**config.mk**
```make
export PLATFORM = sky130hd
export DESIGN_NAME = ignition_link_supervisor_unit
export DESIGN_NICKNAME = d
export VERILOG_FILES = /design/src/ilsup_pkg.sv /design/src/ilsup_regs.sv /design/src/ilsup_core.sv /design/src/ignition_link_supervisor_unit.sv
export SDC_FILE = /design/constraint.sdc
export NUM_CORES = 1
export LEC_CHECK = 0
export BUFFER_PORTS_ARGS = -buffer_cell sky130_fd_sc_hd__buf_2
export CORE_ASPECT_RATIO = 1.2
export CORE_MARGIN = 2
export CORE_UTILIZATION = 35
export CTS_BUF_LIST = sky130_fd_sc_hd__clkbuf_16
export DETAILED_ROUTE_END_ITERATION = 8
export SYNTH_ARGS = -nofsm -noshare
export SYNTH_HDL_FRONTEND = slang
export SYNTH_SLANG_ARGS = --single-unit
```
**constraint.sdc**
```tcl
create_clock -name clk -period 6.8 [get_ports clk]
set_input_delay 1.36 -clock clk [delete_from_list [all_inputs] [get_ports clk]]
set_output_delay 1.36 -clock clk [all_outputs]
set_load 0.01 [all_outputs]
```
**src/ilsup_pkg.sv**
```systemverilog
// Shared types, codes and reset values for the ignition link supervisor.
// No dependencies; every other file in src imports this package.
package ilsup_pkg;

    // Default widths for the tick timers and the wrapping counters
    localparam int TIMER_WIDTH_DEF = 16;
    localparam int COUNT_WIDTH_DEF = 16;

    // Fixed field widths of the ports
    localparam int CFG_W     = 16;
    localparam int TOPIC_W   = 11;
    localparam int LEN_W     = 4;
    localparam int ACTION_W  = 3;
    localparam int CODE_W    = 64;
    localparam int STAT_W    = 16;
    localparam int FLAGS_W   = 3;
    localparam int MODE_W    = 2;
    localparam int KIND_W    = 2;
    localparam int PDATA_W   = 32;
    localparam int PADDR_W   = 5;
    localparam int REG_IDX_W = 3;

    // Register reset values
    localparam logic [CFG_W-1:0]   POLL_INTERVAL_RST   = 16'd1000;
    localparam logic [CFG_W-1:0]   OFFLINE_TIMEOUT_RST = 16'd5000;
    localparam logic [CFG_W-1:0]   ABORT_MASK_RST      = 16'h0707;
    localparam logic [TOPIC_W-1:0] STATUS_TOPIC_RST    = 11'd0;
    localparam logic [LEN_W-1:0]   STATUS_LENGTH_RST   = 4'd2;

    // Register indexes (byte address is four times the index)
    typedef enum logic [REG_IDX_W-1:0] {
        REG_POLL_INTERVAL   = 3'd0,
        REG_OFFLINE_TIMEOUT = 3'd1,
        REG_ABORT_MASK      = 3'd2,
        REG_STATUS_TOPIC    = 3'd3,
        REG_STATUS_LENGTH   = 3'd4
    } reg_idx_t;

    // Input actions
    typedef enum logic [ACTION_W-1:0] {
        ACT_TICK           = 3'd0,
        ACT_MESSAGE        = 3'd1,
        ACT_LIFTOFF        = 3'd2,
        ACT_CMD_ABORT      = 3'd3,
        ACT_GROUND_OFFLINE = 3'd4,
        ACT_LAUNCH         = 3'd5
    } action_t;

    // Outgoing command kinds
    typedef enum logic [KIND_W-1:0] {
        SEND_NONE       = 2'd0,
        SEND_STATUS_REQ = 2'd1,
        SEND_ABORT      = 2'd2,
        SEND_LAUNCH     = 2'd3
    } send_kind_t;

    // Supervisor mode, one-hot internally
    typedef enum logic [2:0] {
        MODE_IDLE    = 3'b001,
        MODE_ABORTED = 3'b010,
        MODE_END     = 3'b100
    } mode_t;

    // Mode codes as reported on the result word
    localparam logic [MODE_W-1:0] MODE_OUT_IDLE    = 2'd0;
    localparam logic [MODE_W-1:0] MODE_OUT_ABORTED = 2'd1;
    localparam logic [MODE_W-1:0] MODE_OUT_END     = 2'd2;

    // Sticky flag bits
    localparam int FLAG_ABORT_SENT   = 0;
    localparam int FLAG_LAUNCH_SENT  = 1;
    localparam int FLAG_ABORT_RECVD  = 2;

    typedef struct packed {
        logic [CFG_W-1:0]   poll_interval;
        logic [CFG_W-1:0]   offline_timeout;
        logic [CFG_W-1:0]   abort_mask;
        logic [TOPIC_W-1:0] status_topic;
        logic [LEN_W-1:0]   status_length;
    } cfg_t;

    typedef struct packed {
        logic [ACTION_W-1:0] action;
        logic [TOPIC_W-1:0]  msg_topic;
        logic [LEN_W-1:0]    msg_length;
        logic [CFG_W-1:0]    msg_status_word;
        logic [CODE_W-1:0]   launch_code;
    } item_t;

    typedef struct packed {
        logic [KIND_W-1:0]  send_kind;
        logic [CODE_W-1:0]  send_payload;
        logic               offline_alarm;
        logic               aborted_alarm;
        logic [MODE_W-1:0]  mode;
        logic [STAT_W-1:0]  sent_total;
        logic [STAT_W-1:0]  received_total;
        logic [FLAGS_W-1:0] flags;
    } res_t;

endpackage

```
**src/ilsup_regs.sv**
```systemverilog
// APB-style configuration register bank of the ignition link supervisor.
// Depends on ilsup_pkg for the register map, reset values and cfg_t.
module ilsup_regs import ilsup_pkg::*;
(
    input  logic               clk,
    input  logic               rst_n,
    input  logic               psel,
    input  logic               penable,
    input  logic               pwrite,
    input  logic [PADDR_W-1:0] paddr,
    input  logic [PDATA_W-1:0] pwdata,
    output logic [PDATA_W-1:0] prdata,
    output logic               pready,
    output cfg_t               cfg
);

    cfg_t     cfg_reg;
    cfg_t     cfg_next;
    logic     wr_en;
    reg_idx_t reg_sel;

    // Zero-wait-state port
    assign pready  = 1'b1;
    assign wr_en   = psel & penable & pwrite & pready;
    assign reg_sel = reg_idx_t'(paddr[PADDR_W-1:2]);

    // Decode the write
    always_comb
    begin
        cfg_next = cfg_reg;
        if (wr_en)
        begin
            case (reg_sel)
                REG_POLL_INTERVAL:   cfg_next.poll_interval   = pwdata[CFG_W-1:0];
                REG_OFFLINE_TIMEOUT: cfg_next.offline_timeout = pwdata[CFG_W-1:0];
                REG_ABORT_MASK:      cfg_next.abort_mask      = pwdata[CFG_W-1:0];
                REG_STATUS_TOPIC:    cfg_next.status_topic    = pwdata[TOPIC_W-1:0];
                REG_STATUS_LENGTH:   cfg_next.status_length   = pwdata[LEN_W-1:0];
                default:             cfg_next = cfg_reg;
            endcase
        end
    end

    always_ff @(posedge clk or negedge rst_n)
    begin
        if (!rst_n)
        begin
            cfg_reg.poll_interval   <= POLL_INTERVAL_RST;
            cfg_reg.offline_timeout <= OFFLINE_TIMEOUT_RST;
            cfg_reg.abort_mask      <= ABORT_MASK_RST;
            cfg_reg.status_topic    <= STATUS_TOPIC_RST;
            cfg_reg.status_length   <= STATUS_LENGTH_RST;
        end
        else
        begin
            cfg_reg <= cfg_next;
        end
    end

    // Read back
    always_comb
    begin
        case (reg_sel)
            REG_POLL_INTERVAL:   prdata = PDATA_W'(cfg_reg.poll_interval);
            REG_OFFLINE_TIMEOUT: prdata = PDATA_W'(cfg_reg.offline_timeout);
            REG_ABORT_MASK:      prdata = PDATA_W'(cfg_reg.abort_mask);
            REG_STATUS_TOPIC:    prdata = PDATA_W'(cfg_reg.status_topic);
            REG_STATUS_LENGTH:   prdata = PDATA_W'(cfg_reg.status_length);
            default:             prdata = '0;
        endcase
    end

    assign cfg = cfg_reg;

endmodule

```
**src/ilsup_core.sv**
```systemverilog
// Supervisor state and per-word step logic: mode, poll and offline timers,
// command and receive counters, sticky flags. Depends on ilsup_pkg.
module ilsup_core import ilsup_pkg::*;
#(
    parameter int TIMER_WIDTH = TIMER_WIDTH_DEF,
    parameter int COUNT_WIDTH = COUNT_WIDTH_DEF
)
(
    input  logic  clk,
    input  logic  rst_n,
    input  logic  step,
    input  item_t item,
    input  cfg_t  cfg,
    output res_t  res
);

    mode_t                  mode_reg,     mode_next;
    logic [TIMER_WIDTH-1:0] poll_cd_reg,  poll_cd_next;
    logic [TIMER_WIDTH-1:0] off_cd_reg,   off_cd_next;
    logic                   armed_reg,    armed_next;
    logic [COUNT_WIDTH-1:0] sent_reg,     sent_next;
    logic [COUNT_WIDTH-1:0] recvd_reg,    recvd_next;
    logic [FLAGS_W-1:0]     flags_reg,    flags_next;

    send_kind_t             kind;
    logic [CODE_W-1:0]      payload;
    logic                   off_alarm;
    logic                   ab_alarm;
    logic                   live;
    logic                   idle;
    logic                   msg_ok;
    logic [MODE_W-1:0]      mode_code;

    assign idle   = (mode_reg == MODE_IDLE);
    assign live   = idle || (mode_reg == MODE_ABORTED);
    assign msg_ok = (item.msg_topic == cfg.status_topic) &&
                    (item.msg_length == cfg.status_length);

    // Work out the effect of one word
    always_comb
    begin
        mode_next    = mode_reg;
        poll_cd_next = poll_cd_reg;
        off_cd_next  = off_cd_reg;
        armed_next   = armed_reg;
        sent_next    = sent_reg;
        recvd_next   = recvd_reg;
        flags_next   = flags_reg;
        kind         = SEND_NONE;
        payload      = '0;
        off_alarm    = 1'b0;
        ab_alarm     = 1'b0;

        if (live)
        begin
            case (action_t'(item.action))
                ACT_TICK:
                begin
                    // Poll timer: a countdown of one or zero fires
                    if (poll_cd_reg <= TIMER_WIDTH'(1))
                    begin
                        kind         = SEND_STATUS_REQ;
                        sent_next    = sent_reg + COUNT_WIDTH'(1);
                        poll_cd_next = TIMER_WIDTH'(cfg.poll_interval);
                    end
                    else
                    begin
                        poll_cd_next = poll_cd_reg - TIMER_WIDTH'(1);
                    end
                    // Offline timer fires once; a good message rearms it
                    if (armed_reg)
                    begin
                        if (off_cd_reg <= TIMER_WIDTH'(1))
                        begin
                            off_alarm  = 1'b1;
                            armed_next = 1'b0;
                        end
                        else
                        begin
                            off_cd_next = off_cd_reg - TIMER_WIDTH'(1);
                        end
                    end
                end
                ACT_MESSAGE:
                begin
                    if (msg_ok)
                    begin
                        recvd_next  = recvd_reg + COUNT_WIDTH'(1);
                        off_cd_next = TIMER_WIDTH'(cfg.offline_timeout);
                        armed_next  = 1'b1;
                        // Board abort: latch, alarm and poll at once
                        if (idle && ((item.msg_status_word & cfg.abort_mask) != '0))
                        begin
                            flags_next[FLAG_ABORT_RECVD] = 1'b1;
                            mode_next    = MODE_ABORTED;
                            ab_alarm     = 1'b1;
                            kind         = SEND_STATUS_REQ;
                            sent_next    = sent_reg + COUNT_WIDTH'(1);
                            poll_cd_next = TIMER_WIDTH'(cfg.poll_interval);
                        end
                    end
                end
                ACT_LIFTOFF:
                begin
                    if (idle)
                    begin
                        mode_next = MODE_END;
                    end
                end
                ACT_CMD_ABORT, ACT_GROUND_OFFLINE:
                begin
                    if ((action_t'(item.action) == ACT_CMD_ABORT) || idle)
                    begin
                        kind      = SEND_ABORT;
                        sent_next = sent_reg + COUNT_WIDTH'(1);
                        flags_next[FLAG_ABORT_SENT] = 1'b1;
                    end
                end
                ACT_LAUNCH:
                begin
                    if (idle)
                    begin
                        kind      = SEND_LAUNCH;
                        payload   = item.launch_code;
                        sent_next = sent_reg + COUNT_WIDTH'(1);
                        flags_next[FLAG_LAUNCH_SENT] = 1'b1;
                    end
                end
                default:
                begin
                    kind = SEND_NONE;
                end
            endcase
        end
    end

    // Advance state only when the word moves to the result register
    always_ff @(posedge clk or negedge rst_n)
    begin
        if (!rst_n)
        begin
            mode_reg    <= MODE_IDLE;
            poll_cd_reg <= TIMER_WIDTH'(1);
            off_cd_reg  <= TIMER_WIDTH'(OFFLINE_TIMEOUT_RST);
            armed_reg   <= 1'b1;
            sent_reg    <= '0;
            recvd_reg   <= '0;
            flags_reg   <= '0;
        end
        else if (step)
        begin
            mode_reg    <= mode_next;
            poll_cd_reg <= poll_cd_next;
            off_cd_reg  <= off_cd_next;
            armed_reg   <= armed_next;
            sent_reg    <= sent_next;
            recvd_reg   <= recvd_next;
            flags_reg   <= flags_next;
        end
    end

    // Map the one-hot mode to its reported code
    always_comb
    begin
        case (mode_next)
            MODE_IDLE:    mode_code = MODE_OUT_IDLE;
            MODE_ABORTED: mode_code = MODE_OUT_ABORTED;
            MODE_END:     mode_code = MODE_OUT_END;
            default:      mode_code = MODE_OUT_IDLE;
        endcase
    end

    // Assemble the result word
    always_comb
    begin
        res.send_kind      = kind;
        res.send_payload   = payload;
        res.offline_alarm  = off_alarm;
        res.aborted_alarm  = ab_alarm;
        res.mode           = mode_code;
        res.sent_total     = STAT_W'(sent_next);
        res.received_total = STAT_W'(recvd_next);
        res.flags          = flags_next;
    end

endmodule

```
**src/ignition_link_supervisor_unit.sv**
```systemverilog
// Top level of the ignition link supervisor: input register, result register,
// handshakes and configuration port. Depends on ilsup_pkg, ilsup_regs, ilsup_core.
//
// The unit takes one word per clock while result_ready is high and gives one
// result word per input word. The word is captured in an input register, the
// supervisor state (mode, poll and offline timers, counters, flags) is updated
// in a single pass by ilsup_core, and the result lands in an output register;
// result_valid rises as the word moves from the input register into it.
// item_ready stays high while a result waits if the input register is empty,
// and full throughput is kept whenever result_ready is high.
// Registers are written over the APB-style port at byte address 4*index and
// should only be changed while no word is in flight. New poll_interval and
// offline_timeout values take effect at the next timer reload.
module ignition_link_supervisor_unit import ilsup_pkg::*;
#(
    parameter int TIMER_WIDTH = TIMER_WIDTH_DEF,
    parameter int COUNT_WIDTH = COUNT_WIDTH_DEF
)
(
    input  logic                clk,
    input  logic                rst_n,
    // configuration port
    input  logic                psel,
    input  logic                penable,
    input  logic                pwrite,
    input  logic [PADDR_W-1:0]  paddr,
    input  logic [PDATA_W-1:0]  pwdata,
    output logic [PDATA_W-1:0]  prdata,
    output logic                pready,
    // input word
    input  logic                item_valid,
    output logic                item_ready,
    input  logic [ACTION_W-1:0] action,
    input  logic [TOPIC_W-1:0]  msg_topic,
    input  logic [LEN_W-1:0]    msg_length,
    input  logic [CFG_W-1:0]    msg_status_word,
    input  logic [CODE_W-1:0]   launch_code,
    // result word
    output logic                result_valid,
    input  logic                result_ready,
    output logic [KIND_W-1:0]   send_kind,
    output logic [CODE_W-1:0]   send_payload,
    output logic                offline_alarm,
    output logic                aborted_alarm,
    output logic [MODE_W-1:0]   mode,
    output logic [STAT_W-1:0]   sent_total,
    output logic [STAT_W-1:0]   received_total,
    output logic [FLAGS_W-1:0]  flags
);

    cfg_t  cfg;
    item_t item_reg;
    logic  item_valid_reg, item_valid_next;
    res_t  res;
    res_t  res_reg;
    logic  result_valid_reg, result_valid_next;
    logic  advance;
    logic  step;
    logic  take;

    ilsup_regs u_regs (
        .clk     (clk),
        .rst_n   (rst_n),
        .psel    (psel),
        .penable (penable),
        .pwrite  (pwrite),
        .paddr   (paddr),
        .pwdata  (pwdata),
        .prdata  (prdata),
        .pready  (pready),
        .cfg     (cfg)
    );

    // Handshake: result register frees up, input register drains into it
    assign advance    = !result_valid_reg || result_ready;
    assign step       = item_valid_reg && advance;
    assign item_ready = !item_valid_reg || advance;
    assign take       = item_valid && item_ready;

    assign item_valid_next   = take || (item_valid_reg && !advance);
    assign result_valid_next = step || (result_valid_reg && !result_ready);

    always_ff @(posedge clk or negedge rst_n)
    begin
        if (!rst_n)
        begin
            item_valid_reg   <= 1'b0;
            result_valid_reg <= 1'b0;
        end
        else
        begin
            item_valid_reg   <= item_valid_next;
            result_valid_reg <= result_valid_next;
        end
    end

    // Capture the input word
    always_ff @(posedge clk)
    begin
        if (take)
        begin
            item_reg.action          <= action;
            item_reg.msg_topic       <= msg_topic;
            item_reg.msg_length      <= msg_length;
            item_reg.msg_status_word <= msg_status_word;
            item_reg.launch_code     <= launch_code;
        end
    end

    ilsup_core #(
        .TIMER_WIDTH (TIMER_WIDTH),
        .COUNT_WIDTH (COUNT_WIDTH)
    ) u_core (
        .clk   (clk),
        .rst_n (rst_n),
        .step  (step),
        .item  (item_reg),
        .cfg   (cfg),
        .res   (res)
    );

    // Hold the result until taken
    always_ff @(posedge clk)
    begin
        if (step)
        begin
            res_reg <= res;
        end
    end

    assign result_valid   = result_valid_reg;
    assign send_kind      = res_reg.send_kind;
    assign send_payload   = res_reg.send_payload;
    assign offline_alarm  = res_reg.offline_alarm;
    assign aborted_alarm  = res_reg.aborted_alarm;
    assign mode           = res_reg.mode;
    assign sent_total     = res_reg.sent_total;
    assign received_total = res_reg.received_total;
    assign flags          = res_reg.flags;

endmodule

```
; After elaboration in Yosys (flattened, before gate mapping)
; Index checks and enable logic that the tools add are counted.
[op_classes]
order_cmp = 2
mux = 45
bitwise_logic = 3
div_mod_pow = 0
multipliers = 0
eq_ne = 19
reduce_logical = 32
add_sub_neg = 4
shift = 0
[op_table]
columns = cell, n
row1 = 16-bit 2-to-1 mux, 15
row2 = 16-bit case mux with 5 select lines, 1
row3 = 16-bit case mux with 2 select lines, 2
row4 = 16-bit case mux with 4 select lines, 1
row5 = 16-bit by 1-bit adder with 16-bit output (second input constant), 2
row6 = 16-bit by 1-bit <= comparator with 1-bit output (second input constant), 2
row7 = 16-bit by 1-bit subtractor with 16-bit output (second input constant), 2
row8 = 3-bit by 2-bit equality test with 1-bit output (second input constant), 6
row9 = 16-bit AND, 1
row10 = 16-bit nonzero test, 1
row11 = 3-bit 2-to-1 mux, 5
row12 = 1-bit 2-to-1 mux, 14
row13 = 3-bit equality test (second input constant), 4
row14 = 11-bit equality test, 1
row15 = 2-bit AND reduction, 5
row16 = 3-bit by 1-bit equality test with 1-bit output (second input constant), 3
row17 = 3-bit AND reduction, 3
row18 = 2-bit case mux with 4 select lines, 1
row19 = 1-bit logical AND, 6
row20 = 3-bit zero test, 2
row21 = 1-bit logical OR, 6
row22 = 2-bit 2-to-1 mux, 3
row23 = 2-bit by 1-bit inequality test with 1-bit output (second input constant), 3
row24 = 3-bit case mux with 2 select lines, 1
row25 = other kinds (11), 15
[totals]
in_bits = 142
ram_bits = 0
n_memories = 0
regBits = 339
mem_bits_ro = 0
word_cells = 132
latch_bits = 0
out_inout_bits = 140

; Depth between registers and ports, before layout
[depth]
depth_word = 9
depth_mapped = 10
ltp_nobuf = 8

; Hierarchy
; A second synthesis with hierarchy kept.
[unflattened]
cells_unflattened = 1133
hier_area_um2 = 14808.0
[modules_own_cells]
columns = mod, instances, cells_each, area_per_inst_um2, seq_area_each_um2
row1 = ignition_link_supervisor_unit, 1, 211, 6199.7, 6145.9
row2 = ilsup_core, 1, 702, 5479.0, 1786.7
row3 = ilsup_regs, 1, 220, 3129.3, 1599.0

; Least setup slack after synthesis
; Ideal clock, no wire load.
[synth_path]
path_kind = input to register
startpoint = in result_ready
endpoint = reg u_core.sent_reg[4]
n_path_buf = 1
stages = 8
setup_ns = 0.127
t_arrival_ns = 5.132
path_slack_ns = 1.541
required_time_ns = 6.673
cell_sequence = nand2b_1 nand2_1 clkinv_1 nand2_1 or3_4 buf_6 nor2_2 mux2_1
[synth_via]
elab_chain_len = 2
[synth_rtl]
columns = element, line_no
row1 = "start, declared", ignition_link_supervisor_unit.sv:40  ; input logic result_ready,
row2 = 1-bit logical OR, ignition_link_supervisor_unit.sv:75  ; assign advance = !result_valid_reg || result_ready;
row3 = 1-bit logical AND, ignition_link_supervisor_unit.sv:76  ; assign step = item_valid_reg && advance;
row4 = named net step, ignition_link_supervisor_unit.sv:58  ; logic step;
row5 = "end signal, assigned", ilsup_core.sv:156  ; sent_reg <= sent_next;
row6 = "end, declared", ilsup_core.sv:21  ; logic [COUNT_WIDTH-1:0] sent_reg, sent_next;
; The timed path passes the listed nets, and every way through them passes these cells.
; A chain may end at the register's enable or synchronous reset.

; Final worst setup path
[layout_path]
startpoint = in result_ready
endpoint = reg u_core.poll_cd_reg[7]
[layout_via]
elab_chain_len = 3
[layout_rtl]
columns = element, line_no
row1 = 1-bit logical OR, ignition_link_supervisor_unit.sv:75
row2 = 1-bit logical AND, ignition_link_supervisor_unit.sv:76
row3 = named net step, ignition_link_supervisor_unit.sv:58
row4 = 5-bit AND reduction (no line), --
row5 = "end signal, assigned", ilsup_core.sv:153  ; poll_cd_reg <= poll_cd_next;
row6 = "end, declared", ilsup_core.sv:18  ; logic [TIMER_WIDTH-1:0] poll_cd_reg, poll_cd_next;
; The timed path passes the listed nets, and every way through them passes these cells.

==> results.md <==
- CTS Buf Count: 37
- Combinational family with the most area after synthesis: simple AND/OR/NAND/NOR gates
- First-pass GRT wire length: roughly 52000 um
- Final number of max-transition violations: 0
- Reg2Reg Setup Slack: 3.16 ns
- Fraction of layout instances using a drive strength above 1: 0.3119
- Final count of negative-setup-slack endpoints: 0
- DRC violations left: 0
- Detail Placement HPWL: 23890 um
- Lkg Pwr: 7.295 nW
- GR Overflow Total: 0
- Number of hold buffers added after cts: 0
- Die Y-Extent: 227.6 um
- Area occupied by multi-input gates: 4745 sq um
- Xor and xnor fraction of the mapped netlist area: 0.03303
- Final-layout setup total negative slack: 0 ns
- Hold Path Depth: 1
- Clock period minus final worst setup slack: between 4 and 5 ns
- Routed len/inst: 17.70 um
- Kind of end point of the critical path: flip-flop
- Overall track demand over capacity in global routing: 0.1532
- Worst path arrival time: between 4 and 5 ns
- Min-Delay Startpoint: u_core.flags_reg[1]
- Max reg flops: about 100
- Tcrit/Tclk final: 0.6178
- Share of synthesized area spent on multiplexers: 0.07069
- FF+latch count, synth: 339
- Root Driver: clkbuf_16
- Initial antenna violation count: 5
- Path depth of the worst reg2reg path: 8
- Setup CP Type: in -> reg
- Critical-path maximum fanout: 53
- Number of levels the H-tree was split into: 2
- Area taken by flip-flops and latches: around 9500 sq um
- Width of the die: 190.3 um
- Post-synth EDFFs: 203
- Area grow syn2layout: 20.06%
- Synthesized-area fraction occupied by ao, oa, aoi and oai cells: 0.08030
- Site Rows: between 80 and 90
- Cell variety after synth: slightly below 70
- Number of DRC markers after the initial detailed-route iteration: 440
- End-of-flow core utilization: 0.4276
- DRT Pass-1 Iters: 5
- Initial core utilization: 0.3562
- Slew HR: 0.1764
- Startpoint of the worst register-to-register path: result_valid
- Floorplan Core Area: just over 40000 sq um
- Maximum clock insertion buffer count: 3
- Final WL: 34100 um
- Post-synthesis average cell area: 13.15 sq um
- Transition time at the pin with the least slew margin: 1.235 ns
- Post-CTS sizing: 0
- Number of violations of the max-capacitance limit: 0
- Total of buffers placed on input and output ports: 246
- Largest area contributor in the synthesized netlist: edfxtp_1
- Clock net sink count: ~340
- Top-Level Pins: between 200 and 300
- Number of global-route vias before repair: 9269
- Most common flop cell mapped by yosys: edfxtp_1
- Run status: finished clean
- Post-CTS clock slew at the launch and capture registers of the worst setup and hold paths: ~0.06 ns
- Setup Buffers After CTS: 0
- Die outline area: 43320 sq um
- Share of Yosys cell area claimed by the top area cell type: 0.4180
- Pin count of the biggest net entering global routing: 81
- Hold Slack: 0.4532 ns
- Element type at the critical path start: primary input
- Latest clock arrival within the worst-skew pair: 0.52 ns
- Routed Antenna Nets: 0
- Simple-gate area share of the yosys netlist: 0.1307
- Yosys Warn Count: 0
- Final total power: 4.855 mW
- Final estimated routing congestion in global placement: about 0.80
- Pwr dens: around 280 nW/um^2
- Summed instance area of the synthesized netlist: ~15000 sq um
- Max IR drop VDD: 0.0001958 V
- FMAX: 0.2380 GHz
- Final Hold Viols: 0
- Vias: approximately 9600
- Worst Hold Endpoint: u_core.flags_reg[1]
- Unrepaired setup endpoints after global routing: false
- CTS tree: done
- Gate count of the mapped netlist: 1109
- Worst min-delay path category: reg -> reg
- Area share of fa/ha/maj cells after synthesis: 0.005148
- Number of fill cells: between 3000 and 4000
- Setup skew after layout: around 0.014 ns
- Part of the Yosys area used for sequential elements: 0.6536
- Final-stage net count: ~1500
- Biggest area contributors in the synthesized netlist: edfxtp_1 (42%), dfrtp_1 (19%), mux2_2 (5.0%)
- Capture point of the worst reg-to-reg path: u_core.poll_cd_reg[7]
- Critical path required time: 7.21 ns
- Vias per cell: slightly below 5
- Post-synthesis async set-or-reset flop share: 0.4012
-- critical path, stage by stage --
cell and delay [ns]:
buf_2 0.08, nand2b_1 0.12, nand2_1 0.38, inv_4 0.67
nand2_1 0.18, or3_1 0.41, nor2_1 0.83, o21ai_0 0.27
a22o_1 0.30
-- cell usage in the layout, fill, tap and decap left out, types with 5 or more instances in the layout --
cell	Yosys	routed
a21oi_1	60	60
a22o_1	7	7
a22oi_1	8	8
and2_1	68	67
and3_1	13	13
buf_2	4	245
buf_4	18	6
clkbuf_16	0	39
clkinv_1	1	9
conb_1	2	17
dfrtp_1	110	110
dfstp_2	26	26
diode_2	0	6
edfxtp_1	203	203
ha_1	6	6
inv_1	11	19
mux2_2	65	65
mux2i_1	13	13
mux4_2	7	7
nand2_1	65	65
nand2b_1	11	11
nand3_1	26	26
nand4_1	5	5
nor2_1	72	70
nor2_2	4	5
nor2b_1	12	12
nor3_1	32	32
nor3b_1	5	5
nor4_1	8	8
o21ai_0	53	53
o21ai_1	17	16
o22ai_1	9	9
o2bb2ai_1	8	8
xnor2_1	25	25
xor2_1	30	30
-- power by group --
group	internal, mW	total, mW	switching (mW)
Sequential	2.36	2.47	0.109
Combinational	0.174	0.391	0.217
Clock	1.19	1.99	0.801
-- layer usage --
layer  track usage  vias up  part of all wire
li1              -     4532                 -
met1        0.1936     4687              0.41
met2        0.2640      274              0.52
met3       0.02042       67             0.042
met4       0.06652        0             0.034
met5             0        -                 0
-- how the worst max path moves through the flow --
stage / from / to / slack, ns / cells after the start
final: result_ready / u_core.poll_cd_reg[7] / 2.60 / 9
after floorplan: result_ready / u_core.sent_reg[4] / 1.54 / 8
after global routing: result_ready / u_core.poll_cd_reg[3] / 2.29 / 9
after global placement: result_ready / u_core.poll_cd_reg[3] / 2.18 / 9
after detailed placement: result_ready / u_core.poll_cd_reg[7] / 2.07 / 9
after CTS: paddr[2] / prdata[14] / 2.58 / 5
-- layout make-up --
type / instances / area share
repair buffers: 252 / 0.07325
inverters: 12 / 0.002715
clock buffers: 39 / 0.05574
diodes: 6 / 0.0008575
multi-input cells: 711 / 0.2710
clock inverters: 29 / 0.01358
flip-flops and latches: 339 / 0.5444
well taps: 539 / 0.03852
-- synthesized netlist by cell type, types with 25 or more instances --
| library cell | instances |
|---|---|
| nor3_1 | 32 |
| and2_1 | 68 |
| a21oi_1 | 60 |
| o21ai_0 | 53 |
| nand2_1 | 65 |
| edfxtp_1 | 203 |
| xnor2_1 | 25 |
| mux2_2 | 65 |
| nand3_1 | 26 |
| dfstp_2 | 26 |
| xor2_1 | 30 |
| dfrtp_1 | 110 |
| clkbuf_1 | 34 |
| nor2_1 | 72 |
-- cells by family after synthesis --
family	after synthesis
adders and majority gates	6
other	2
buffers and inverters	74
xor gates and xnor gates	55
and+or+nand+nor	352
DFF	339
muxes	86
AOI/OAI and AO/OA	195
-- through the flow --
stage | worst slack (ns) | cell area [sq um] | std cells
after global placement | 2.175 | 16280 | 1853
after floorplan | 1.541 | 14640 | 1124
after detailed placement | 2.069 | 16280 | 1853
after global routing | 2.289 | 17500 | 1925
final | 2.599 | 17510 | 1927
after CTS | 2.584 | 17490 | 1921
Power figures use the tool's default switching activity.
